===== src/owbm_pkg.sv =====
// Shared types, codes and constants for the single-wire bus master.
// No dependencies; every other file of the block refers to it by scoped names.
`timescale 1ns / 1ps
`default_nettype none

package owbm_pkg;

   localparam int TIMER_BITS  = 10;
   localparam int QUEUE_DEPTH = 2;
   localparam int QPTR_BITS   = (QUEUE_DEPTH > 1) ? $clog2(QUEUE_DEPTH) : 1;
   localparam int QCNT_BITS   = $clog2(QUEUE_DEPTH + 1);

   localparam int CSR_INDEX_BITS = 3;
   localparam int CSR_DATA_BITS  = 10;

   typedef logic [TIMER_BITS-1:0] timer_type;

   // Register indexes
   localparam logic [CSR_INDEX_BITS-1:0] CSR_RESET_LOW     = 3'd0;
   localparam logic [CSR_INDEX_BITS-1:0] CSR_PRESENCE_WAIT = 3'd1;
   localparam logic [CSR_INDEX_BITS-1:0] CSR_RESET_TAIL    = 3'd2;
   localparam logic [CSR_INDEX_BITS-1:0] CSR_SLOT_START    = 3'd3;
   localparam logic [CSR_INDEX_BITS-1:0] CSR_WRITE_HOLD    = 3'd4;
   localparam logic [CSR_INDEX_BITS-1:0] CSR_READ_SAMPLE   = 3'd5;
   localparam logic [CSR_INDEX_BITS-1:0] CSR_READ_TAIL     = 3'd6;

   // Request opcodes as they arrive on the port
   localparam logic [2:0] OP_TICK  = 3'd0;
   localparam logic [2:0] OP_RESET = 3'd1;
   localparam logic [2:0] OP_WRITE = 3'd2;
   localparam logic [2:0] OP_READ  = 3'd3;
   localparam logic [2:0] OP_TEMP  = 3'd4;

   // Bus commands
   localparam logic [7:0] ROM_SKIP        = 8'hCC;
   localparam logic [7:0] SCRATCHPAD_READ = 8'hBE;

   // Temperature sequence steps
   localparam logic [2:0] SEQ_NONE    = 3'd0;
   localparam logic [2:0] SEQ_SKIP    = 3'd1;
   localparam logic [2:0] SEQ_SCRATCH = 3'd2;
   localparam logic [2:0] SEQ_LOW     = 3'd3;
   localparam logic [2:0] SEQ_HIGH    = 3'd4;

   typedef enum logic [2:0] {
      CMD_TICK  = 3'd0,
      CMD_RESET = 3'd1,
      CMD_WRITE = 3'd2,
      CMD_READ  = 3'd3,
      CMD_TEMP  = 3'd4
   } cmd_type;

   typedef enum logic [3:0] {
      PH_IDLE     = 4'd0,
      PH_RST_LOW  = 4'd1,
      PH_RST_WAIT = 4'd2,
      PH_RST_TAIL = 4'd3,
      PH_SLOT     = 4'd4,
      PH_WHOLD    = 4'd5,
      PH_RWAIT    = 4'd6,
      PH_RTAIL    = 4'd7
   } phase_type;

   typedef struct packed {
      cmd_type    cmd;
      logic [7:0] data;
      logic       line;
   } item_type;

   typedef struct packed {
      logic [9:0] reset_low;
      logic [9:0] presence_wait;
      logic [9:0] reset_tail;
      logic [5:0] slot_start;
      logic [7:0] write_hold;
      logic [7:0] read_sample;
      logic [7:0] read_tail;
   } cfg_type;

   localparam cfg_type CFG_RESET = '{
      reset_low:     10'd500,
      presence_wait: 10'd70,
      reset_tail:    10'd500,
      slot_start:    6'd2,
      write_hold:    8'd60,
      read_sample:   8'd15,
      read_tail:     8'd45
   };

endpackage

`default_nettype wire


===== src/owbm_front.sv =====
// Front end: takes requests and classifies the opcode into a bus command.
// Depends on owbm_pkg; feeds owbm_queue.
`timescale 1ns / 1ps
`default_nettype none

module owbm_front (
   input  wire logic                 req_valid,
   output logic                      req_ready,
   input  wire logic [2:0]           req_opcode,
   input  wire logic [7:0]           req_data_byte,
   input  wire logic                 req_line_level,
   input  wire logic                 push_ready,
   output logic                      push_valid,
   output owbm_pkg::item_type        push_item
);

   owbm_pkg::cmd_type cmd;

   // Unknown opcodes behave as plain ticks
   always_comb begin
      case (req_opcode)
         owbm_pkg::OP_RESET: cmd = owbm_pkg::CMD_RESET;
         owbm_pkg::OP_WRITE: cmd = owbm_pkg::CMD_WRITE;
         owbm_pkg::OP_READ:  cmd = owbm_pkg::CMD_READ;
         owbm_pkg::OP_TEMP:  cmd = owbm_pkg::CMD_TEMP;
         default:            cmd = owbm_pkg::CMD_TICK;
      endcase
   end

   assign push_valid     = req_valid;
   assign req_ready      = push_ready;
   assign push_item.cmd  = cmd;
   assign push_item.data = (cmd == owbm_pkg::CMD_WRITE) ? req_data_byte : 8'h00;
   assign push_item.line = req_line_level;

endmodule

`default_nettype wire


===== src/owbm_queue.sv =====
// Short request queue between the front end and the bus engine.
// Depends on owbm_pkg for the item type and depth.
`timescale 1ns / 1ps
`default_nettype none

module owbm_queue (
   input  wire logic                 clock,
   input  wire logic                 reset,
   input  wire logic                 in_valid,
   output logic                      in_ready,
   input  wire owbm_pkg::item_type   in_item,
   output logic                      out_valid,
   input  wire logic                 out_ready,
   output owbm_pkg::item_type        out_item
);

   owbm_pkg::item_type                  entries_ff [owbm_pkg::QUEUE_DEPTH];
   logic [owbm_pkg::QPTR_BITS-1:0]      wr_ptr_ff, wr_ptr_in;
   logic [owbm_pkg::QPTR_BITS-1:0]      rd_ptr_ff, rd_ptr_in;
   logic [owbm_pkg::QCNT_BITS-1:0]      count_ff, count_in;
   logic                                push, pop;

   assign in_ready  = (count_ff != owbm_pkg::QCNT_BITS'(owbm_pkg::QUEUE_DEPTH));
   assign out_valid = (count_ff != '0);
   assign out_item  = entries_ff[rd_ptr_ff];
   assign push      = in_valid && in_ready;
   assign pop       = out_valid && out_ready;

   always_comb begin
      wr_ptr_in = wr_ptr_ff;
      rd_ptr_in = rd_ptr_ff;
      count_in  = count_ff;
      if (push) begin
         wr_ptr_in = (wr_ptr_ff == owbm_pkg::QPTR_BITS'(owbm_pkg::QUEUE_DEPTH - 1)) ?
                     '0 : wr_ptr_ff + 1'b1;
      end
      if (pop) begin
         rd_ptr_in = (rd_ptr_ff == owbm_pkg::QPTR_BITS'(owbm_pkg::QUEUE_DEPTH - 1)) ?
                     '0 : rd_ptr_ff + 1'b1;
      end
      if (push && !pop) begin
         count_in = count_ff + 1'b1;
      end else if (pop && !push) begin
         count_in = count_ff - 1'b1;
      end
   end

   always_ff @(posedge clock) begin
      if (reset) begin
         wr_ptr_ff <= '0;
         rd_ptr_ff <= '0;
         count_ff  <= '0;
      end else begin
         wr_ptr_ff <= wr_ptr_in;
         rd_ptr_ff <= rd_ptr_in;
         count_ff  <= count_in;
      end
   end

   always_ff @(posedge clock) begin
      if (push) begin
         entries_ff[wr_ptr_ff] <= in_item;
      end
   end

endmodule

`default_nettype wire


===== src/owbm_back.sv =====
// Bus engine: slot timing state machine, timing registers and result register.
// Depends on owbm_pkg; takes items from owbm_queue.
`timescale 1ns / 1ps
`default_nettype none

module owbm_back (
   input  wire logic                                clock,
   input  wire logic                                reset,
   input  wire logic                                csr_write_enable,
   input  wire logic [owbm_pkg::CSR_INDEX_BITS-1:0] csr_index,
   input  wire logic [owbm_pkg::CSR_DATA_BITS-1:0]  csr_write_data,
   input  wire logic                                item_valid,
   output logic                                     item_ready,
   input  wire owbm_pkg::item_type                  item,
   output logic                                     rsp_valid,
   input  wire logic                                rsp_ready,
   output logic                                     rsp_drive_low,
   output logic                                     rsp_busy_res,
   output logic                                     rsp_done_res,
   output logic                                     rsp_presence,
   output logic [7:0]                               rsp_read_data,
   output logic signed [15:0]                       rsp_temperature
);

   owbm_pkg::cfg_type   cfg_ff;
   owbm_pkg::phase_type phase_ff, phase_in;
   owbm_pkg::cmd_type   kind_ff, kind_in;
   owbm_pkg::timer_type timer_ff, timer_in;
   logic [2:0]          bit_ff, bit_in;
   logic [2:0]          seq_ff, seq_in;
   logic [7:0]          shift_ff, shift_in;
   logic [7:0]          low_ff, low_in;
   logic                presence_ff, presence_in;
   logic [7:0]          last_read_ff, last_read_in;
   logic [15:0]         temp_ff, temp_in;
   logic                done_ff, done_in;
   logic                rsp_valid_ff;
   logic                step;
   logic                timer_done;
   logic                end_of_bit;
   logic                start_byte;
   logic [7:0]          byte_value;
   logic                slot_is_write;
   logic                drive;

   assign step       = item_valid && (!rsp_valid_ff || rsp_ready);
   assign item_ready = !rsp_valid_ff || rsp_ready;
   assign timer_done = (timer_ff <= owbm_pkg::timer_type'(1));
   assign slot_is_write = (kind_ff == owbm_pkg::CMD_WRITE) ||
                          ((kind_ff == owbm_pkg::CMD_TEMP) &&
                           ((seq_ff == owbm_pkg::SEQ_SKIP) || (seq_ff == owbm_pkg::SEQ_SCRATCH)));

   // Timing registers
   always_ff @(posedge clock) begin
      if (reset) begin
         cfg_ff <= owbm_pkg::CFG_RESET;
      end else if (csr_write_enable) begin
         case (csr_index)
            owbm_pkg::CSR_RESET_LOW:     cfg_ff.reset_low     <= csr_write_data;
            owbm_pkg::CSR_PRESENCE_WAIT: cfg_ff.presence_wait <= csr_write_data;
            owbm_pkg::CSR_RESET_TAIL:    cfg_ff.reset_tail    <= csr_write_data;
            owbm_pkg::CSR_SLOT_START:    cfg_ff.slot_start    <= csr_write_data[5:0];
            owbm_pkg::CSR_WRITE_HOLD:    cfg_ff.write_hold    <= csr_write_data[7:0];
            owbm_pkg::CSR_READ_SAMPLE:   cfg_ff.read_sample   <= csr_write_data[7:0];
            owbm_pkg::CSR_READ_TAIL:     cfg_ff.read_tail     <= csr_write_data[7:0];
            default: ;
         endcase
      end
   end

   // Next state
   always_comb begin
      phase_in     = phase_ff;
      kind_in      = kind_ff;
      timer_in     = timer_ff;
      bit_in       = bit_ff;
      seq_in       = seq_ff;
      shift_in     = shift_ff;
      low_in       = low_ff;
      presence_in  = presence_ff;
      last_read_in = last_read_ff;
      temp_in      = temp_ff;
      end_of_bit   = 1'b0;
      start_byte   = 1'b0;
      byte_value   = 8'h00;

      if (phase_ff != owbm_pkg::PH_IDLE) begin
         timer_in = timer_done ? '0 : timer_ff - 1'b1;
      end

      case (phase_ff)
         owbm_pkg::PH_IDLE: begin
            if (item.cmd != owbm_pkg::CMD_TICK) begin
               kind_in = item.cmd;
               seq_in  = owbm_pkg::SEQ_NONE;
               if (item.cmd == owbm_pkg::CMD_RESET || item.cmd == owbm_pkg::CMD_TEMP) begin
                  phase_in = owbm_pkg::PH_RST_LOW;
                  timer_in = owbm_pkg::timer_type'(cfg_ff.reset_low);
               end else begin
                  start_byte = 1'b1;
                  byte_value = item.data;
               end
            end
         end
         owbm_pkg::PH_RST_LOW: begin
            if (timer_done) begin
               phase_in = owbm_pkg::PH_RST_WAIT;
               timer_in = owbm_pkg::timer_type'(cfg_ff.presence_wait);
            end
         end
         owbm_pkg::PH_RST_WAIT: begin
            if (timer_done) begin
               presence_in = !item.line;
               phase_in    = owbm_pkg::PH_RST_TAIL;
               timer_in    = owbm_pkg::timer_type'(cfg_ff.reset_tail);
            end
         end
         owbm_pkg::PH_RST_TAIL: begin
            if (timer_done) begin
               if (kind_ff == owbm_pkg::CMD_TEMP) begin
                  seq_in     = owbm_pkg::SEQ_SKIP;
                  start_byte = 1'b1;
                  byte_value = owbm_pkg::ROM_SKIP;
               end else begin
                  phase_in = owbm_pkg::PH_IDLE;
               end
            end
         end
         owbm_pkg::PH_SLOT: begin
            if (timer_done) begin
               if (slot_is_write) begin
                  phase_in = owbm_pkg::PH_WHOLD;
                  timer_in = owbm_pkg::timer_type'(cfg_ff.write_hold);
               end else begin
                  phase_in = owbm_pkg::PH_RWAIT;
                  timer_in = owbm_pkg::timer_type'(cfg_ff.read_sample);
               end
            end
         end
         owbm_pkg::PH_RWAIT: begin
            if (timer_done) begin
               shift_in[bit_ff] = shift_ff[bit_ff] | item.line;
               phase_in = owbm_pkg::PH_RTAIL;
               timer_in = owbm_pkg::timer_type'(cfg_ff.read_tail);
            end
         end
         owbm_pkg::PH_WHOLD, owbm_pkg::PH_RTAIL: begin
            end_of_bit = timer_done;
         end
         default: begin
            phase_in = owbm_pkg::PH_IDLE;
         end
      endcase

      if (end_of_bit) begin
         if (bit_ff == 3'd7) begin
            // Byte complete: either finish or chain the next byte
            if (kind_ff == owbm_pkg::CMD_WRITE) begin
               phase_in = owbm_pkg::PH_IDLE;
            end else if (kind_ff == owbm_pkg::CMD_READ) begin
               last_read_in = shift_ff;
               phase_in     = owbm_pkg::PH_IDLE;
            end else if (seq_ff == owbm_pkg::SEQ_SKIP) begin
               seq_in     = owbm_pkg::SEQ_SCRATCH;
               start_byte = 1'b1;
               byte_value = owbm_pkg::SCRATCHPAD_READ;
            end else if (seq_ff == owbm_pkg::SEQ_SCRATCH) begin
               seq_in     = owbm_pkg::SEQ_LOW;
               start_byte = 1'b1;
            end else if (seq_ff == owbm_pkg::SEQ_LOW) begin
               low_in       = shift_ff;
               last_read_in = shift_ff;
               seq_in       = owbm_pkg::SEQ_HIGH;
               start_byte   = 1'b1;
            end else begin
               last_read_in = shift_ff;
               temp_in      = {shift_ff, low_ff};
               phase_in     = owbm_pkg::PH_IDLE;
            end
         end else begin
            bit_in   = bit_ff + 1'b1;
            phase_in = owbm_pkg::PH_SLOT;
            timer_in = owbm_pkg::timer_type'(cfg_ff.slot_start);
         end
      end

      if (start_byte) begin
         shift_in = byte_value;
         bit_in   = 3'd0;
         phase_in = owbm_pkg::PH_SLOT;
         timer_in = owbm_pkg::timer_type'(cfg_ff.slot_start);
      end
   end

   // Outputs
   always_comb begin
      done_in = (phase_ff != owbm_pkg::PH_IDLE) && (phase_in == owbm_pkg::PH_IDLE);
      case (phase_ff)
         owbm_pkg::PH_RST_LOW, owbm_pkg::PH_SLOT: drive = 1'b1;
         owbm_pkg::PH_WHOLD:                      drive = !shift_ff[bit_ff];
         default:                                 drive = 1'b0;
      endcase
   end

   always_ff @(posedge clock) begin
      if (reset) begin
         phase_ff     <= owbm_pkg::PH_IDLE;
         kind_ff      <= owbm_pkg::CMD_TICK;
         timer_ff     <= '0;
         bit_ff       <= '0;
         seq_ff       <= owbm_pkg::SEQ_NONE;
         shift_ff     <= '0;
         low_ff       <= '0;
         presence_ff  <= 1'b0;
         last_read_ff <= '0;
         temp_ff      <= '0;
         done_ff      <= 1'b0;
         rsp_valid_ff <= 1'b0;
      end else begin
         if (step) begin
            phase_ff     <= phase_in;
            kind_ff      <= kind_in;
            timer_ff     <= timer_in;
            bit_ff       <= bit_in;
            seq_ff       <= seq_in;
            shift_ff     <= shift_in;
            low_ff       <= low_in;
            presence_ff  <= presence_in;
            last_read_ff <= last_read_in;
            temp_ff      <= temp_in;
            done_ff      <= done_in;
            rsp_valid_ff <= 1'b1;
         end else if (rsp_ready) begin
            rsp_valid_ff <= 1'b0;
         end
      end
   end

   // State only moves on a taken item, so it holds the result while it waits
   assign rsp_valid       = rsp_valid_ff;
   assign rsp_drive_low   = drive;
   assign rsp_busy_res    = (phase_ff != owbm_pkg::PH_IDLE);
   assign rsp_done_res    = done_ff;
   assign rsp_presence    = presence_ff;
   assign rsp_read_data   = last_read_ff;
   assign rsp_temperature = signed'(temp_ff);

   a_done_idle: assert property (@(posedge clock) disable iff (reset)
      (rsp_valid_ff && done_ff) |-> (phase_ff == owbm_pkg::PH_IDLE))
      else $error("done flagged while a command is still running");

   a_idle_timer: assert property (@(posedge clock) disable iff (reset)
      (phase_ff == owbm_pkg::PH_IDLE) |-> (timer_ff == '0))
      else $error("timer left running in idle");

   a_seq_temp: assert property (@(posedge clock) disable iff (reset)
      (seq_ff != owbm_pkg::SEQ_NONE) |-> (kind_ff == owbm_pkg::CMD_TEMP))
      else $error("sequence step set outside a temperature read");

   a_hold_state: assert property (@(posedge clock) disable iff (reset)
      !step |=> $stable(phase_ff) && $stable(timer_ff))
      else $error("engine advanced without taking an item");

endmodule

`default_nettype wire


===== src/one_wire_bus_master.sv =====
// Single-wire bus master: one request per microsecond tick, one response per request.
// A request is registered in the queue, then the engine registers its response.
// Throughput: one request per cycle unless rsp_ready stalls the owbm_back engine.
// The two-entry queue lets front and engine stall independently.
// Reset: synchronous, active high; engine idle, timing registers at their defaults.
`timescale 1ns / 1ps
`default_nettype none

module one_wire_bus_master (
   input  wire logic                                clock,
   input  wire logic                                reset,
   input  wire logic                                csr_write_enable,
   input  wire logic [owbm_pkg::CSR_INDEX_BITS-1:0] csr_index,
   input  wire logic [owbm_pkg::CSR_DATA_BITS-1:0]  csr_write_data,
   input  wire logic                                req_valid,
   output logic                                     req_ready,
   input  wire logic [2:0]                          req_opcode,
   input  wire logic [7:0]                          req_data_byte,
   input  wire logic                                req_line_level,
   output logic                                     rsp_valid,
   input  wire logic                                rsp_ready,
   output logic                                     rsp_drive_low,
   output logic                                     rsp_busy_res,
   output logic                                     rsp_done_res,
   output logic                                     rsp_presence,
   output logic [7:0]                               rsp_read_data,
   output logic signed [15:0]                       rsp_temperature
);

   logic               push_valid, push_ready;
   owbm_pkg::item_type push_item;
   logic               pop_valid, pop_ready;
   owbm_pkg::item_type pop_item;

   owbm_front u_front (
      .req_valid      (req_valid),
      .req_ready      (req_ready),
      .req_opcode     (req_opcode),
      .req_data_byte  (req_data_byte),
      .req_line_level (req_line_level),
      .push_ready     (push_ready),
      .push_valid     (push_valid),
      .push_item      (push_item)
   );

   owbm_queue u_queue (
      .clock     (clock),
      .reset     (reset),
      .in_valid  (push_valid),
      .in_ready  (push_ready),
      .in_item   (push_item),
      .out_valid (pop_valid),
      .out_ready (pop_ready),
      .out_item  (pop_item)
   );

   owbm_back u_back (
      .clock            (clock),
      .reset            (reset),
      .csr_write_enable (csr_write_enable),
      .csr_index        (csr_index),
      .csr_write_data   (csr_write_data),
      .item_valid       (pop_valid),
      .item_ready       (pop_ready),
      .item             (pop_item),
      .rsp_valid        (rsp_valid),
      .rsp_ready        (rsp_ready),
      .rsp_drive_low    (rsp_drive_low),
      .rsp_busy_res     (rsp_busy_res),
      .rsp_done_res     (rsp_done_res),
      .rsp_presence     (rsp_presence),
      .rsp_read_data    (rsp_read_data),
      .rsp_temperature  (rsp_temperature)
   );

endmodule

`default_nettype wire


===== config.mk =====
export PLATFORM = sky130hd
export DESIGN_NAME = one_wire_bus_master
export DESIGN_NICKNAME = d
export VERILOG_FILES = /design/src/owbm_pkg.sv /design/src/owbm_front.sv /design/src/owbm_queue.sv /design/src/owbm_back.sv /design/src/one_wire_bus_master.sv
export SDC_FILE = /design/constraint.sdc
export NUM_CORES = 1
export LEC_CHECK = 0
export BUFFER_PORTS_ARGS = -buffer_cell sky130_fd_sc_hd__buf_2
export CAP_MARGIN = 25
export CORE_UTILIZATION = 60
export CTS_CLUSTER_SIZE = 40
export DETAILED_ROUTE_END_ITERATION = 8
export PLACE_DENSITY_LB_ADDON = 0.1
export SYNTH_ARGS = -nofsm -noshare
export SYNTH_HDL_FRONTEND = slang
export SYNTH_SLANG_ARGS = --single-unit

===== constraint.sdc =====
create_clock -name clock -period 6.4 [get_ports clock]
set_input_delay 0.32 -clock clock [delete_from_list [all_inputs] [get_ports clock]]
set_output_delay 0.32 -clock clock [all_outputs]
set_load 0.02 [all_outputs]

# [Word level (Yosys, flattened, before mapping)]
# Memories as Yosys holds them, arrays and structs flattened. A register that Yosys moved wholly into a read port is not among the register bits.
# Cells that the tools add are included.
[word_totals] reg_bits=130 mem_bits_rw=24 in_bits=30 output_inout_bits=30 n_memories=1
[classes] n_addsub=6 n_lt_le_gt_ge=3 n_eq_ne=31 mux=92 bitwise_logic=6 reduce_logical=43
[mem_list] memory="u_queue.entries_ff" words=2 word_bits=12 read_ports=1 rd_clocked_by_memory_dff=1 write_ports=1 line_no="owbm_queue.sv:17" rtl="owbm_pkg::item_type entries_ff [owbm_pkg::QUEUE_DEPTH];"
[op_table] op="8-bit 2-to-1 mux" n=17
[op_table] op="10-bit 2-to-1 mux" n=11
[op_table] op="4-bit 2-to-1 mux" n=16
[op_table] op="10-bit one-hot mux with 5 select lines" n=1
[op_table] op="3-bit 2-to-1 mux" n=13
[op_table] op="4-bit one-hot mux with 7 select lines" n=1
[op_table] op="3-bit by 2-bit equality test with 1-bit output (second input constant)" n=9
[op_table] op="1-bit 2-to-1 mux" n=22
[op_table] op="3-bit equality test (second input constant)" n=7
[op_table] op="4-bit by 3-bit equality test with 1-bit output (second input constant)" n=4
[op_table] op="8-bit one-hot mux with 2 select lines" n=1
[op_table] op="8-bit AND reduction" n=2
[op_table] op="2-bit AND reduction" n=7
[op_table] op="3-bit by 1-bit equality test with 1-bit output (second input constant)" n=4
[op_table] op="3-bit one-hot mux with 4 select lines" n=1
[op_table] op="3-bit AND reduction" n=4
[op_table] op="2-bit nonzero test" n=6
[op_table] op="10-bit by 1-bit less-or-equal comparator with 1-bit output (second input constant)" n=1
[op_table] op="10-bit by 1-bit subtractor with 10-bit output (second input constant)" n=1
[op_table] op="8-bit bitwise mux" n=1
[op_table] op="4-bit by 2-bit equality test with 1-bit output (second input constant)" n=2
[op_table] op="4-bit logical NOT" n=2
[op_table] op="1-bit logical AND" n=7
[op_table] op="2-bit 2-to-1 mux" n=3
[op_table] op="other kinds (22)" n=38

# [Depth between registers and ports, before layout]
# Gate-level depths: netlist of the first run.
[depth] word_depth=17 depth_mapped=10 mapped_depth_nobuf=8

# [Modules after synthesis]
# A second synthesis of the first run with hierarchy kept.
[unflattened] hier_cells=848 area_unflattened_um2=7598.5
[modules_own_cells] mod="owbm_back" instances=1 cells_each=772 area_per_inst_um2=6362.4 seq_area_each_um2=2522.4
[modules_own_cells] mod="owbm_queue" instances=1 cells_each=61 area_per_inst_um2=1083.5 seq_area_each_um2=820.8
[modules_own_cells] mod="owbm_front" instances=1 cells_each=15 area_per_inst_um2=152.6 seq_area_each_um2=0.0

# [Worst setup path before layout of the first run]
# Ideal clock, no wire load.
[synth_timing] kind="reg2out" start="reg u_back.bit_ff[0]" end="out rsp_drive_low" t_arrival_ns=2.079 setup_slack_ns=4.001 stages_incl_launch_ff=6 path_buffers=0 path_cell_list="dfxtp_1 mux2_2 a221o_1 nor3_1 nor2_1 nor4_1"
[synth_via] elab_chain_len=4
[synth_lines] item="start: declaration" line_no="owbm_back.sv:29" rtl="logic [2:0] bit_ff, bit_in;"
[synth_lines] item="start signal: assignment" line_no="owbm_back.sv:224" rtl="bit_ff <= bit_in;"
[synth_lines] item="1-bit binary-select mux with 3-bit select" line_no="owbm_back.sv:200" rtl="owbm_pkg::PH_WHOLD: drive = !shift_ff[bit_ff];"
[synth_lines] item="1-bit 2-to-1 mux (not written as such)" line_no="owbm_back.sv:200"
[synth_lines] item="1-bit logical NOT" line_no="owbm_back.sv:200"
[synth_lines] item="1-bit one-hot mux with 2 select lines" line_no="owbm_back.sv:198" rtl="case (phase_ff)"
[synth_lines] item="end: declaration" line_no="one_wire_bus_master.sv:22" rtl="output logic rsp_drive_low,"
# No other way between the ends. The select of a mux whose other input is x is not followed.

# [Worst setup path in the final report of the first run]
# Ends and elaborated chain as after synthesis.

==> results of run 1 <==
[state kept, by name (all words and copies together), names as in the netlist, named ones only]
signal	cells
u_back.bit_ff	3
u_back.cfg_ff	60
u_back.kind_ff	3
u_back.low_ff	8
u_back.phase_ff	4
u_back.rsp_done_res	1
u_back.rsp_presence	1
u_back.rsp_read_data	8
u_back.rsp_temperature	16
u_back.rsp_valid	1
u_back.seq_ff	3
u_back.shift_ff	8
u_back.timer_ff	10
u_queue.count_ff	2
u_queue.entries_ff	24
u_queue.rd_ptr_ff	1
u_queue.wr_ptr_ff	1
[critical path, cell delays in order, from the launching register on]
cell,delay [ns]
dfxtp_1,0.61
mux2_2,0.38
a221o_1,0.38
nor3_1,0.45
nor2_1,0.10
nor4_1,0.40
buf_2,0.25
[layer usage]
layer	vias up	routed length, um	global-route usage
met5	-	0	0
met4	0	318	0.0970
met3	30	1570	0.0758
met2	294	9380	0.497
met1	3283	9030	0.429
li1	3269	-	-
[cell usage after synthesis, types with 7 or more instances]
cell      instances  area share
and3_1            8      0.0065
nor2_1           81       0.039
nor3_1           22       0.014
edfxtp_1         24       0.093
and2_1           12      0.0097
dfxtp_1         131        0.34
o31ai_1           7      0.0068
mux2i_1          45       0.058
nand2b_1         14       0.011
a22o_1            7      0.0079
o21ai_0          25       0.016
nor4_1            9      0.0073
nand3_1          17       0.011
nor2b_1          22       0.018
or3_1             7      0.0057
a21oi_1          69       0.045
o211ai_1          8      0.0078
inv_1            15      0.0073
clkbuf_1         41       0.020
nand3b_1         16       0.016
a211oi_1         16       0.016
o22ai_1          11      0.0089
mux2_2            7       0.010
a311oi_1          8      0.0091
a211o_1          13       0.015
buf_2             8      0.0052
xor2_1            8      0.0091
nand4_1           7      0.0057
nand2_1         140       0.068
[worst max-delay path by stage]
stage / slack, ns / cells past startpoint / startpoint / endpoint
after floorplan: 4.00 / 5 / u_back.bit_ff[0] / rsp_drive_low
after global placement: 3.36 / 8 / u_back.phase_ff[0] / u_back.bit_ff[1]
after detailed placement: 3.23 / 8 / u_back.phase_ff[0] / u_back.timer_ff[4]
after CTS: 3.11 / 6 / u_back.bit_ff[0] / rsp_drive_low
after global routing: 2.86 / 8 / u_back.phase_ff[0] / u_back.timer_ff[2]
final: 3.08 / 6 / u_back.bit_ff[0] / rsp_drive_low
[area by class of cell]
cell class / count / area [um2]
Clock inverter: 12 / 181
Fill cell: 995 / 3850
Clock buffer: 20 / 478
Multi-Input combinational cell: 666 / 4090
Sequential cell: 155 / 3340
Timing Repair Buffer: 65 / 350
Tap cell: 172 / 215
Inverter: 16 / 60.1
[report_power, final]
| part | internal (uW) | switching (uW) | total (uW) |
|---|---|---|---|
| sequential | 1100 | 171 | 1270 |
| clock | 702 | 407 | 1110 |
| combinational | 510 | 933 | 1440 |
| total | 2310 | 1510 | 3820 |
[kinds of logic after synthesis]
| kind of cell | after synthesis |
|---|---|
| AO/OA/AOI/OAI | 213 |
| XOR/XNOR | 14 |
| adder cells (fa/ha/maj) | 6 |
| buffers and inverters | 74 |
| flip-flops | 155 |
| multiplexers | 52 |
| AND/OR/NAND/NOR | 381 |
[metrics by stage]
stage / power [uW] / setup WS (ns) / cells / area [um2] / hold slack [ns]
after detailed placement: 2690 / 3.23 / 1074 / 8060 / 0.445
after global routing: 4020 / 2.86 / 1106 / 8710 / 0.0762
after floorplan: 2340 / 4.00 / 895 / 7720 / 0.419
after CTS: 3800 / 3.11 / 1106 / 8710 / 0.0717
after global placement: 2680 / 3.36 / 1072 / 8030 / 0.437
final: 3820 / 3.08 / 1106 / 8710 / 0.0878
==> results.cfg, run 1 <==
[yosys]
synth_edf_count = 24
synth_xor_area_frac = 0.0159
syn_nets = 930
synth_top_family_by_area = simple AND/OR/NAND/NOR gates
ys_ff_latch = 155
netlist_area_um2 = 7720
synthArstFlopShare = 0
synth_compound_area_frac = 0.188
synthAdderAreaFrac = 0.00940
synth-seq-area-share = 0.433
synthMuxAreaShare = 0.0685
syn_area_per_cell_um2 = 8.63
synth.distinct_cells = 73
synthFlopType = dfxtp_1
ys_warn_count = 0
netlist_instances = 895
synthSimpleGateAreaFrac = 0.245

[hold_path]
worstHoldStart = req_line_level
hold_path_end = u_queue.entries_ff[0][0]
hold_path_class = primary input to flip-flop
whs_path_depth = 1

[power]
leakagePower_uw = 0.00336
ir_drop_mv = 0.284
power_density_nw_per_um2 = 438

[clocking]
post_cts_buffers = 0
clk_latency_ns = 0.42
numCtsBuffers = 17
cts_buffer_depth = 2
clk_pin_slew_ns = 0.06
hold_buffers = 0
cts_sinks = 155
cts_resized = 0
cts_tree = built
root_buffer = clkbuf_16
htreeDepth = 4

[worst_setup_path]
required_ns = 6.08
r2r_cells = 8
path_max_fanout = 14
crit_type = flip-flop to output pin
crit_path_end_kind = output pin
rr_endpoint = u_back.bit_ff[2]
cp_data_arrival_time_ns = 3.00
start_kind = flip-flop
r2r_slack_ns = 3.13
timing.rr.start = u_back.phase_ff[0]

[timing]
clock.fmax_ghz = 0.302
rsz0062_at_grt = false
fin_crit_ns = 3.32
slew_violations = 0
hold_viol = 0
clock_skew_ns = 0.00735
setup_viol = 0
tightest_slew_ns = 1.00
setup_tns_ns = 0
max_slew_margin = 0.330
finalCritPeriodShare = 0.518

[floorplan]
chipWidth_um = 115
die-area_um2 = 13300
fp.coreArea_um2 = 12600
die_h_um = 115
initial_core_util = 0.614
num_rows = 41
io_pins = 60

[route]
wl_mm = 20.3
drt_iter0_drc = 816
wire_per_inst_um = 18.4
ant_nets = 0
first_pass_iters = 6
route.detailed.drc = 0
viasPerCell = 6.22
dr_total_vias = 6876

[cells_and_area]
final_common_cell = nand2_1
final_util = 0.693
antennaDiodeCount = 0
final_layout_size_suffix_gt1_frac = 0.136
area_growth_pct = 12.9
mostFrequentLayoutCells = nand2_1 (140), dfxtp_1 (131), nor2_1 (81)
nNetsFinal = 956

[run]
cap_violations = 0

[place]
place_congestion = 0.952
io_buffers = 59
hpwl_mm = 14.1

[global_route]
grt_first_pass_wirelength_mm = 32.1
grt_overflow = 0
grt_pass1_vias = 6277
grt_max_degree = 69
grt_use_total = 0.315
grt_antenna_before_repair = 0

[run_status]
status = completed
(Power assumes the default switching activity.)
==> run 2, diff against run 1 <==
--- a/config.mk
+++ b/config.mk
@@ -7,7 +7,7 @@
 export LEC_CHECK = 0
 export BUFFER_PORTS_ARGS = -buffer_cell sky130_fd_sc_hd__buf_2
 export CAP_MARGIN = 25
-export CORE_UTILIZATION = 60
+export CORE_UTILIZATION = 54
 export CTS_CLUSTER_SIZE = 40
 export DETAILED_ROUTE_END_ITERATION = 8
 export PLACE_DENSITY_LB_ADDON = 0.1
==> constraint.sdc (replaced) <==
create_clock -name clock -period 2.9 [get_ports clock]
set_input_delay 0.145 -clock clock [delete_from_list [all_inputs] [get_ports clock]]
set_output_delay 0.145 -clock clock [all_outputs]
set_load 0.02 [all_outputs]
==> run 2 against run 1 <==
Non-clock buffer count rose by 29. Count of clock-buffer cells in the layout fell by 1. Cell count is 3.3% higher. Sequential share of layout area down 0.56 points. Critical endpoint is now u_back.rsp_temperature[10].
==> results.cfg, run 2 (synthesized netlist as in run 1, its figures left out) <==
[cells_and_area]
largest_register_ffs = 60
largest-register = u_back.cfg_ff
mostFrequentLayoutCells = nand2_1 (140), dfxtp_1 (130), nor2_1 (81)
antennaDiodeCount = 0
final_util = 0.635
nNetsFinal = 985
final_common_cell = nand2_1
fin_cells = 1143
area_growth_pct = 14.6
final_layout_size_suffix_gt1_frac = 0.158

[global_route]
grt_overflow = 0
grt_pass1_vias = 6312
grt_use_total = 0.288
grt_max_degree = 63
grt_antenna_before_repair = 0
grt_first_pass_wirelength_mm = 32.9

[clocking]
root_buffer = clkbuf_16
clk_latency_ns = 0.43
htreeDepth = 4
cts_tree = built
numCtsBuffers = 17
cts_buffer_depth = 2
clk_pin_slew_ns = 0.06
cts_sinks = 155

[timing]
clock_skew_ns = 0.00957
max_slew_margin = 0.414
finalCritPeriodShare = 0.940
slew_violations = 0
setup_viol = 0
rsz0062_at_grt = false
tightest_slew_ns = 0.876
setup_tns_ns = 0
final.setup.worst_slack_ns = 0.173
fin_crit_ns = 2.73
hold_viol = 0
clock.fmax_ghz = 0.367

[route]
viasPerCell = 6.06
ant_nets = 0
dr_total_vias = 6925
drt_iter0_drc = 607
wire_per_inst_um = 17.9
wl_mm = 20.5
first_pass_iters = 5
route.detailed.drc = 0

[floorplan]
chipWidth_um = 122
io_pins = 60
num_rows = 43
die_h_um = 122
die-area_um2 = 14800
fp.coreArea_um2 = 13900
initial_core_util = 0.554

[worst_setup_path]
timing.rr.start = u_back.timer_ff[5]
rr_endpoint = u_back.rsp_temperature[10]
cp_slowest_stage_delay_ns = 0.60
required_ns = 3.20
path_common_cell = or4_4
cp_cell_sequence = or4_4, or4_4, buf_4, nor3_1, nand2b_1, nand2_1, a21oi_1
start_kind = flip-flop
crit_path_end_kind = flip-flop
path_max_fanout = 16
r2r_slack_ns = 0.17
crit_slowest_cell = or4_4
cp_data_arrival_time_ns = 3.03
crit_type = flip-flop to flip-flop
r2r_cells = 7

[run_status]
status = completed

[hold_path]
hold_path_end = u_back.cfg_ff[47]
whs_path_depth = 3
worstHoldStart = csr_write_data[7]
hold_path_class = primary input to flip-flop

[power]
leakagePower_uw = 0.00345
power_uw = 8320
power_density_nw_per_um2 = 940
ir_drop_mv = 0.847

[place]
place_congestion = 0.900
numPlacedInstances = 1107
io_buffers = 59
hpwl_mm = 14.4
pre_cts_ws_ns = 0.163

[run]
cap_violations = 0
[run 2: cell types whose count changed in the layout (fill, tap and decap cells not counted), sizes merged]
cell / before / now
clkinvlp: 1 / 2
clkinv: 3 / 5
inv: 20 / 21
dlygate4sd3: 0 / 4
bufinv: 4 / 1
clkbuf: 20 / 19
buf: 65 / 90
[run 2: metrics by stage]
step	hold WS (ns)	cell area [um2]
after floorplan	0.244	7720
after global placement	0.334	8250
after detailed placement	0.341	8250
after CTS	0.000122	8840
after global routing	0.00903	8850
final	0.0148	8850
[run 2: critical path: cells and delay by family (launching register included)]
kind                   cells  cell delay, ns
buffers and inverters      1            0.20
AOI/OAI and AO/OA          1            0.09
and+or+nand+nor            5            1.96
DFF                        1            0.35
[run 2: where the power goes]
| part | switching [uW] | leakage (uW) | internal, uW |
|---|---|---|---|
| sequential | 297 | 0.00129 | 2420 |
| combinational | 2160 | 0.00189 | 1330 |
| clock | 922 | 0.000270 | 1190 |
[run 2: worst max path at each step]
| stage | cells past startpoint | from | endpoint |
|---|---|---|---|
| after detailed placement | 7 | u_back.timer_ff[5] | u_back.rsp_temperature[10] |
| after global routing | 6 | u_back.bit_ff[2] | rsp_drive_low |
| after floorplan | 7 | u_back.timer_ff[5] | u_back.shift_ff[1] |
| final | 7 | u_back.timer_ff[5] | u_back.rsp_temperature[10] |
| after global placement | 7 | u_back.timer_ff[5] | u_back.rsp_temperature[14] |
| after CTS | 6 | u_back.bit_ff[1] | rsp_drive_low |
[run 2: what timing repair did]
item | in CTS | in global routing
setup endpoints to repair | 0 | 2
resized for setup | 0 | 3
hold buffers | 4 | 0
setup buffers | 0 | 0
endpoints found under the hold margin | 10 | 0
[run 2: metal layers]
layer | global-route usage | up-vias | share of wire
li1 | - | 3334 | -
met1 | 0.397 | 3348 | 0.46
met2 | 0.444 | 219 | 0.46
met3 | 0.0721 | 24 | 0.069
met4 | 0.0918 | 0 | 0.012
met5 | 0 | - | 0
[run 2: area by class of cell]
cell class,count,area (um2)
Fill cell,1189,5090
Multi-Input combinational cell,666,4100
Sequential cell,155,3340
Timing Repair Buffer,94,571
Clock buffer,19,433
Tap cell,180,225
Clock inverter,13,119
Inverter,16,60.1
